$ cat src/hdl/frame_length_checksum_check_assert.svh
// Assertion macros for the frame checker. Each one is clocked on clk and
// switched off while arst_n is low.
`ifndef FRAME_LENGTH_CHECKSUM_CHECK_ASSERT_SVH
`define FRAME_LENGTH_CHECKSUM_CHECK_ASSERT_SVH
`ifndef SYNTHESIS
// The consequent must hold in the same cycle as the antecedent.
`define FLCC_ASSERT_IMP(label, ante, cons, msg) \
	label: assert property (@(posedge clk) disable iff (!arst_n) (ante) |-> (cons)) \
		else $error(msg);
// The consequent must hold in the cycle after the antecedent.
`define FLCC_ASSERT_NXT(label, ante, cons, msg) \
	label: assert property (@(posedge clk) disable iff (!arst_n) (ante) |=> (cons)) \
		else $error(msg);
`else
`define FLCC_ASSERT_IMP(label, ante, cons, msg)
`define FLCC_ASSERT_NXT(label, ante, cons, msg)
`endif
`endif

$ cat src/hdl/flcc_pkg.sv
package flcc_pkg;

	localparam int BYTE_W  = 8;
	localparam int WORD_W  = 16;
	localparam int COUNT_W = 17;

	localparam logic [COUNT_W-1:0] COUNT_MAX = {COUNT_W{1'b1}};
	// Two length bytes and two checksum bytes frame the payload.
	localparam logic [COUNT_W-1:0] MIN_FRAME = COUNT_W'(4);

	typedef enum logic [1:0] {
		ST_OK    = 2'd0,
		ST_SHORT = 2'd1,
		ST_SUM   = 2'd2,
		ST_LEN   = 2'd3
	} status_t;

	typedef struct packed {
		logic              valid;
		logic              last;
		logic [BYTE_W-1:0] data;
	} in_item_t;

	typedef struct packed {
		status_t           status;
		logic [WORD_W-1:0] declared_length;
		logic [WORD_W-1:0] computed_sum;
	} result_t;

endpackage

$ cat src/hdl/flcc_in_reg.sv
module flcc_in_reg
	import flcc_pkg::*;
(
	input  logic              clk,
	input  logic              arst_n,
	input  logic              in_valid,
	input  logic [BYTE_W-1:0] data_byte,
	input  logic              is_last,
	input  logic              advance,
	output logic              in_ready,
	output in_item_t          item_s1
);

	logic              valid_s1;
	logic              last_s1;
	logic [BYTE_W-1:0] data_s1;

	// The stage takes a new item whenever it is empty or its item moves on.
	assign in_ready = !valid_s1 || advance;

	always_ff @(posedge clk or negedge arst_n) begin
		if (!arst_n) begin
			valid_s1 <= 1'b0;
		end else if (in_ready) begin
			valid_s1 <= in_valid;
		end
	end

	always_ff @(posedge clk) begin
		if (in_ready && in_valid) begin
			data_s1 <= data_byte;
			last_s1 <= is_last;
		end
	end

	assign item_s1 = '{valid: valid_s1, last: last_s1, data: data_s1};

endmodule

$ cat src/hdl/flcc_frame.sv
module flcc_frame
	import flcc_pkg::*;
(
	input  logic     clk,
	input  logic     arst_n,
	input  logic     advance,
	input  in_item_t item_s1,
	output result_t  res
);

	logic [COUNT_W-1:0] count_q;
	logic [BYTE_W-1:0]  older_q;
	logic [BYTE_W-1:0]  newer_q;
	logic [WORD_W-1:0]  lagged_q;
	logic [WORD_W-1:0]  length_q;

	logic [COUNT_W-1:0] count_nx;
	logic [COUNT_W-1:0] payload_cnt;
	logic [WORD_W-1:0]  lagged_nx;
	logic [WORD_W-1:0]  length_nx;
	logic [WORD_W-1:0]  received;

	always_comb begin
		// Only bytes at least two places behind the newest one join the sum.
		if (count_q[COUNT_W-1:1] != '0) begin
			lagged_nx = lagged_q + WORD_W'(older_q);
		end else begin
			lagged_nx = lagged_q;
		end

		if (count_q == '0) begin
			length_nx = {item_s1.data, length_q[BYTE_W-1:0]};
		end else if (count_q == COUNT_W'(1)) begin
			length_nx = {length_q[WORD_W-1:BYTE_W], item_s1.data};
		end else begin
			length_nx = length_q;
		end

		count_nx    = (count_q == COUNT_MAX) ? count_q : count_q + COUNT_W'(1);
		payload_cnt = count_nx - MIN_FRAME;
		received    = {newer_q, item_s1.data};

		if (count_nx <= MIN_FRAME) begin
			res = '{status: ST_SHORT, declared_length: '0, computed_sum: '0};
		end else begin
			res.declared_length = length_nx;
			res.computed_sum    = lagged_nx;
			if (received != lagged_nx) begin
				res.status = ST_SUM;
			end else if (payload_cnt != {1'b0, length_nx}) begin
				res.status = ST_LEN;
			end else begin
				res.status = ST_OK;
			end
		end
	end

	always_ff @(posedge clk or negedge arst_n) begin
		if (!arst_n) begin
			count_q  <= '0;
			older_q  <= '0;
			newer_q  <= '0;
			lagged_q <= '0;
			length_q <= '0;
		end else if (advance) begin
			if (item_s1.last) begin
				count_q  <= '0;
				older_q  <= '0;
				newer_q  <= '0;
				lagged_q <= '0;
				length_q <= '0;
			end else begin
				count_q  <= count_nx;
				older_q  <= newer_q;
				newer_q  <= item_s1.data;
				lagged_q <= lagged_nx;
				length_q <= length_nx;
			end
		end
	end

endmodule

$ cat src/hdl/flcc_out_reg.sv
module flcc_out_reg
	import flcc_pkg::*;
(
	input  logic              clk,
	input  logic              arst_n,
	input  logic              load,
	input  result_t           res,
	input  logic              out_ready,
	output logic              out_valid,
	output logic [1:0]        status,
	output logic [WORD_W-1:0] declared_length,
	output logic [WORD_W-1:0] computed_sum
);

	logic    valid_q;
	result_t res_q;

	always_ff @(posedge clk or negedge arst_n) begin
		if (!arst_n) begin
			valid_q <= 1'b0;
		end else if (load) begin
			valid_q <= 1'b1;
		end else if (out_ready) begin
			valid_q <= 1'b0;
		end
	end

	always_ff @(posedge clk) begin
		if (load) begin
			res_q <= res;
		end
	end

	assign out_valid       = valid_q;
	assign status          = 2'(res_q.status);
	assign declared_length = res_q.declared_length;
	assign computed_sum    = res_q.computed_sum;

endmodule

$ cat src/hdl/frame_length_checksum_check.sv
// Frame length and checksum checker. Frame bytes enter one per item, with
// is_last high on the final byte; a frame is a 16-bit big-endian length, the
// payload, then a 16-bit big-endian sum (mod 65536) of every earlier byte.
// Only the final byte gives a result: status (too short, checksum mismatch,
// length mismatch, checked in that order, else ok), the declared length and
// the computed sum. The block takes one byte per clock cycle unless the input
// stalls; each byte passes an input register and, if it ends a frame, moves
// on from there into the result register, which holds the verdict until it
// is taken. Input stalls only while a verdict waits in the result register
// and the final byte of the next frame is already held.
`include "frame_length_checksum_check_assert.svh"

module frame_length_checksum_check
	import flcc_pkg::*;
(
	input  logic              clk,
	input  logic              arst_n,
	input  logic              in_valid,
	output logic              in_ready,
	input  logic [BYTE_W-1:0] data_byte,
	input  logic              is_last,
	output logic              out_valid,
	input  logic              out_ready,
	output logic [1:0]        status,
	output logic [WORD_W-1:0] declared_length,
	output logic [WORD_W-1:0] computed_sum
);

	in_item_t item_s1;
	result_t  res;
	logic     advance;
	logic     load;

	// A byte that is not final never needs the result register.
	assign advance = item_s1.valid && (!item_s1.last || !out_valid || out_ready);
	assign load    = advance && item_s1.last;

	flcc_in_reg u_in_reg (
		.clk       (clk),
		.arst_n    (arst_n),
		.in_valid  (in_valid),
		.data_byte (data_byte),
		.is_last   (is_last),
		.advance   (advance),
		.in_ready  (in_ready),
		.item_s1   (item_s1)
	);

	flcc_frame u_frame (
		.clk     (clk),
		.arst_n  (arst_n),
		.advance (advance),
		.item_s1 (item_s1),
		.res     (res)
	);

	flcc_out_reg u_out_reg (
		.clk             (clk),
		.arst_n          (arst_n),
		.load            (load),
		.res             (res),
		.out_ready       (out_ready),
		.out_valid       (out_valid),
		.status          (status),
		.declared_length (declared_length),
		.computed_sum    (computed_sum)
	);

	`FLCC_ASSERT_NXT(a_final_gives_result, load, out_valid, "final byte gave no result")
	`FLCC_ASSERT_IMP(a_stall_cause, !in_ready,
		item_s1.valid && item_s1.last && out_valid && !out_ready, "input stalled without cause")
	`FLCC_ASSERT_IMP(a_short_zero, out_valid && (status == ST_SHORT),
		(declared_length == '0) && (computed_sum == '0), "short frame with nonzero fields")
	`FLCC_ASSERT_NXT(a_hold_result, out_valid && !out_ready && !load,
		out_valid && $stable(status) && $stable(computed_sum), "stalled result changed")

endmodule
$ cat config.mk
export PLATFORM = sky130hd
export DESIGN_NAME = frame_length_checksum_check
export DESIGN_NICKNAME = d
export VERILOG_FILES = /design/src/hdl/flcc_pkg.sv /design/src/hdl/flcc_in_reg.sv /design/src/hdl/flcc_frame.sv /design/src/hdl/flcc_out_reg.sv /design/src/hdl/frame_length_checksum_check.sv
export VERILOG_INCLUDE_DIRS = /design/src /design/src/hdl
export SDC_FILE = /design/constraint.sdc
export NUM_CORES = 1
export LEC_CHECK = 0
export BUFFER_PORTS_ARGS = -buffer_cell sky130_fd_sc_hd__buf_4
export CAP_MARGIN = 5
export CORE_MARGIN = 3
export CORE_UTILIZATION = 60
export CTS_CLUSTER_DIAMETER = 200
export DETAILED_ROUTE_END_ITERATION = 7
export PLACE_DENSITY = 0.79
export SETUP_SLACK_MARGIN = 0.4
export SLEW_MARGIN = 20
export SYNTH_ARGS = -nofsm -noshare
export SYNTH_HDL_FRONTEND = slang
export SYNTH_SLANG_ARGS = --single-unit
export TNS_END_PERCENT = 10
$ cat constraint.sdc
create_clock -name clk -period 10.15 [get_ports clk]
set_input_delay 2.03 -clock clk [delete_from_list [all_inputs] [get_ports clk]]
set_output_delay 2.03 -clock clk [all_outputs]
set_load 0.01 [all_outputs]
# == Yosys cells after proc, flatten, opt, wreduce, memory -nomap -nowiden ==
# Cells that the tools add are included.
# word_totals
reg_bits,110
wordCells,45
# classes
addsub,3
magnitude_cmp,1
eq_ne,4
muxes,13
n_reduce_logical,12
# ops
operator,n
$mux 16,4
$mux 17,2
$mux 8,3
$add 17x1->17 const B,1
$eq 17x1->1 const B,1
$eq 17x17->1 const B,1
$le 17x3->1 const B,1
$logic_not 17->1,1
$ne 17x16->1,1
$sub 17x3->17 const B,1
$add 16x8->16,1
$ne 16x16->1,1
$reduce_bool 16->1,1
$mux 2,2
$logic_and 1x1->1,3
$logic_not 1->1,3
$logic_or 1x1->1,3
$mux 1,2
$reduce_bool 2->1,1

# == Longest topological paths before layout ==
# depth
word_depth,6
depth_mapped,16
depth_no_buf,14

# == Hierarchy ==
# A second synthesis with hierarchy kept.
# hier_totals
hier_cells,681
hier_area_um2,6647.6
# modules_own_cells
module,n_inst,cells_each,area_per_inst_um2,seq_area_each_um2
flcc_frame,1,625,5218.8,1626.6
flcc_out_reg,1,37,1057.3,1046.0
flcc_in_reg,1,15,339.1,295.3
frame_length_checksum_check,1,4,32.5,0.0

# == Worst setup path before layout ==
# No wires, ideal clock.
# synth_path
path_type,input-to-output
start,input out_ready
end,output in_ready
arrival_time_ns,2.269
required_ns,8.120
path_slack_ns,5.851
path_stages,1
cell_sequence,nand4b_1
# synth_between
elab_chain_len,3
# synth_lines
item,line,text
from (decl),frame_length_checksum_check.sv:23,"input logic out_ready,"
$logic_or 1x1->1,frame_length_checksum_check.sv:35,assign advance = item_s1.valid && (!item_s1.last || !out_valid || out_ready);
$logic_and 1x1->1,frame_length_checksum_check.sv:35,
$logic_or 1x1->1,flcc_in_reg.sv:19,assign in_ready = !valid_s1 || advance;
to (decl),frame_length_checksum_check.sv:19,"output logic in_ready,"
# No other way between the ends.

# == Worst setup path in the final report ==
# Same ends and word-level chain as after synthesis.

==> run_results.csv <==
group,metric,value,unit
die,rows,37,
clock_tree,clkSinkCount,110,
global_route,overflow,0,
cells_and_area,drive_above_1_share,12.2,%
timing,max_slew_margin,28.0,%
setup_path,worstPathMaxFanout,3,
timing,fin_worst_skew,0.0156,ns
clock_tree,cts.clk_slew.worst_paths,0.11,ns
yosys,ys.warnings.count,0,
yosys,yosysUniqueCellTypes,73,
yosys,synth-seq-cells,110,
yosys,syn_nets,730,
timing,setup_violations,0,
yosys,synth_area,6650,um2
yosys,async_reset_ff_share,60.9,%
die,die-area,12400,um2
power,swShare,34.5,%
yosys,seq_area_frac_synth,44.6,%
global_route,antenna_found_initial,0,
timing,period_share,45.2,%
clock_tree,ctsResizeCount,0,
die,die_w,111,um
clock_tree,cts_tree,"built",
power,pwr-share-seq,49.3,%
route,first_iter_violations,458,
global_route,grt_max_degree,68,
yosys,dominantRegCellSynth,"dfrtp_1",
route,drtAntennaViolNets,0,
die,start_util,63.0,%
timing,worst_slew_pin_slew,1.08,ns
setup_path,crit_required,8.12,ns
power,p_comb_share,27.1,%
cells_and_area,diodes,0,
placed_design,place.gp.congestion,0.973,
power,peakVddDrop,0.000139,V
clock_tree,clk-insertion-delay-late,0.40,ns
timing,whs,0.494,ns
cells_and_area,area_growth,8.10,%
clock_tree,post-cts-setup-buffer-count,0,
global_route,first_global_vias,5127,
die,core_region_area,10600,um2
setup_path,start_kind,"input pin",
power,p_sw,0.000373,W
route,drc,0,
clock_tree,h-tree-depth,3,
route,routed_wl,16500,um
route,vias_per_cell,6.34,
power,clockPowerShare,23.6,%
setup_path,end_kind,"primary output",
die,io_pins,49,
die,fp.dieH,111,um
route,wl_per_cell,19.2,um
cells_and_area,nets,746,
clock_tree,ctsLongestPathBuffers,2,
clock_tree,cts-root-buf,"clkbuf_8",
timing,tns,0,ns
clock_tree,cts_inserted_buffers,9,
global_route,grt_pass1_wl,27000,um
timing,period_needed,4.59,ns
outcome,status,"complete, no violations",
timing,slew_violations,0,
setup_path,ff2ff_setup_slack,5.78,ns
global_route,use_met2,39.8,%
global_route,globalRouteMet1Util,40.4,%
global_route,grt-busiest-layer,"met1",
global_route,met3_usage,7.81,%
yosys,synth_edf_count,43,
placed_design,dpl.hpwl,11700,um
clock_tree,hold_buffers,0,
hold_path,min_path_type,"reg -> reg",
power,intPower,0.000709,W
job,max_cap_viol_count,0,
route,vias,5450,
timing,fmax,218,MHz
yosys,syn_avg_cell_area,9.46,um2
route,first_pass_iters,5,
setup_path,cp.arrival,2.56,ns
global_route,grt_util_all_layers,27.4,%
yosys,synth_cells,703,
timing,finalHoldViolations,0,
placed_design,numPortBuffers,48,
setup_path,criticalPathCategory,"in -> out",
power,powerDensity,150,nW/um2
power,leakage,2.90,nW
timing,rsz0062_at_grt,"false",
worst max-delay path: stages:
cell and delay (ns):
buf_4 0.12, nand4b_1 0.21, buf_4 0.19
sequential cells by signal, summed over array words and instances, names as in the netlist, 2 cells and up:
| signal | cells |
|---|---|
| u_frame.count_q | 17 |
| u_frame.lagged_q | 16 |
| u_frame.length_q | 16 |
| u_out_reg.computed_sum | 16 |
| u_out_reg.declared_length | 16 |
| u_frame.newer_q | 8 |
| u_frame.older_q | 8 |
| u_in_reg.data_s1 | 8 |
| u_out_reg.status | 2 |
power groups by stage:
stage	clock network, W	logic (W)	registers (W)
3_5_place_dp	0	0.000288	0.000542
5_1_grt	0.000283	0.000321	0.000538
4_1_cts	0.000263	0.000290	0.000532
2_1_floorplan	0	0.000217	0.000529
6_report	0.000256	0.000293	0.000533
3_3_place_gp	0	0.000282	0.000540
cell usage in the layout, fill, tap and decap left out, types with 9 or more instances in the layout:
master / n
dfrtp_1: 67
nand3_1: 23
inv_1: 15
buf_4: 54
o31ai_1: 11
nor3_1: 10
xor2_1: 22
a21oi_1: 27
nor2_1: 44
edfxtp_1: 43
o21ai_0: 59
clkbuf_8: 9
nand2_1: 105
xnor2_1: 40
nand4_1: 11
a32o_1: 9
mux2i_1: 20
ha_1: 13
cell families (layout without fill, tap and decap cells):
logic type | after synthesis | in the layout | share of synthesized area, %
buffers and inverters | 64 | 85 | 4.36
AO/OA/AOI/OAI | 174 | 174 | 17.4
XOR/XNOR | 64 | 64 | 8.84
flip-flops | 110 | 110 | 44.6
AND/OR/NAND/NOR | 257 | 257 | 19.0
adder cells (fa/ha/maj) | 14 | 14 | 2.75
multiplexers | 20 | 20 | 3.01
metal layers:
| layer | share of wire, % | up-vias | wire length (um) |
|---|---|---|---|
| li1 | - | 2571 | - |
| met1 | 46 | 2609 | 7570 |
| met2 | 44 | 251 | 7270 |
| met3 | 8.5 | 19 | 1410 |
| met4 | 1.6 | 0 | 259 |
| met5 | 0 | - | 0 |
through the flow:
stage	instance area (um2)	total power [W]	cells	setup slack (ns)	utilization, %
after floorplan	6650	0.000746	703	5.85	-
after global placement	7010	0.000822	844	5.60	66.4
after detailed placement	7010	0.000829	844	5.58	66.4
after CTS	7190	0.00108	860	5.57	68.1
after global routing	7190	0.00114	860	5.28	68.1
final	7190	0.00108	860	5.56	68.1
cell usage after synthesis (all sizes together), types with 4 or more instances:
cell type	number	area, um2
o211ai	8	60.1
or2	5	31.3
nand2	106	400
nor3	14	96.4
xnor2	40	350
o31ai	11	82.6
mux2i	20	200
ha	13	163
inv	15	56.3
a211oi	5	37.5
and2	8	50.1
xor2	22	193
a22o	6	52.6
dfrtp	67	1680
and3	7	43.8
a21oi	27	135
nand4	11	68.8
nor4	6	43.8
a21o	4	30.0
a32o	9	90.1
nand3	25	143
nand2b	7	43.8
a31oi	7	43.8
edfxtp	43	1290
nor2	44	165
buf	20	125
or3	8	50.1
o21ai	65	333
and4	4	35.0
clkbuf	29	109
path summary, 6_finish.rpt:
check,depth (start not counted),end,from
min reg2reg,2,u_frame.older_q[7]$_DFFE_PN0P_,u_frame.older_q[7]$_DFFE_PN0P_
max reg2reg,14,u_out_reg.status[1]$_SDFFCE_PP0P_,u_frame.count_q[0]$_DFFE_PN0P_
min,2,u_frame.older_q[7]$_DFFE_PN0P_,u_frame.older_q[7]$_DFFE_PN0P_
max in group asynchronous,1,u_out_reg.out_valid$_DFFE_PN0P_,arst_n
max,3,in_ready,out_ready
min in group asynchronous,1,u_frame.count_q[11]$_DFFE_PN0P_,arst_n
area by class of cell:
cell class                 instances  area [um2]
clock buffer                       9         124
clock inverter                     7        62.6
fill                             822        3360
inverter                          15        56.3
multi-input combinational        529        3410
sequential                       110        2970
tap                              136         170
timing repair buffer              54         405
No activity file was read; power rests on OpenSTA's default activity.
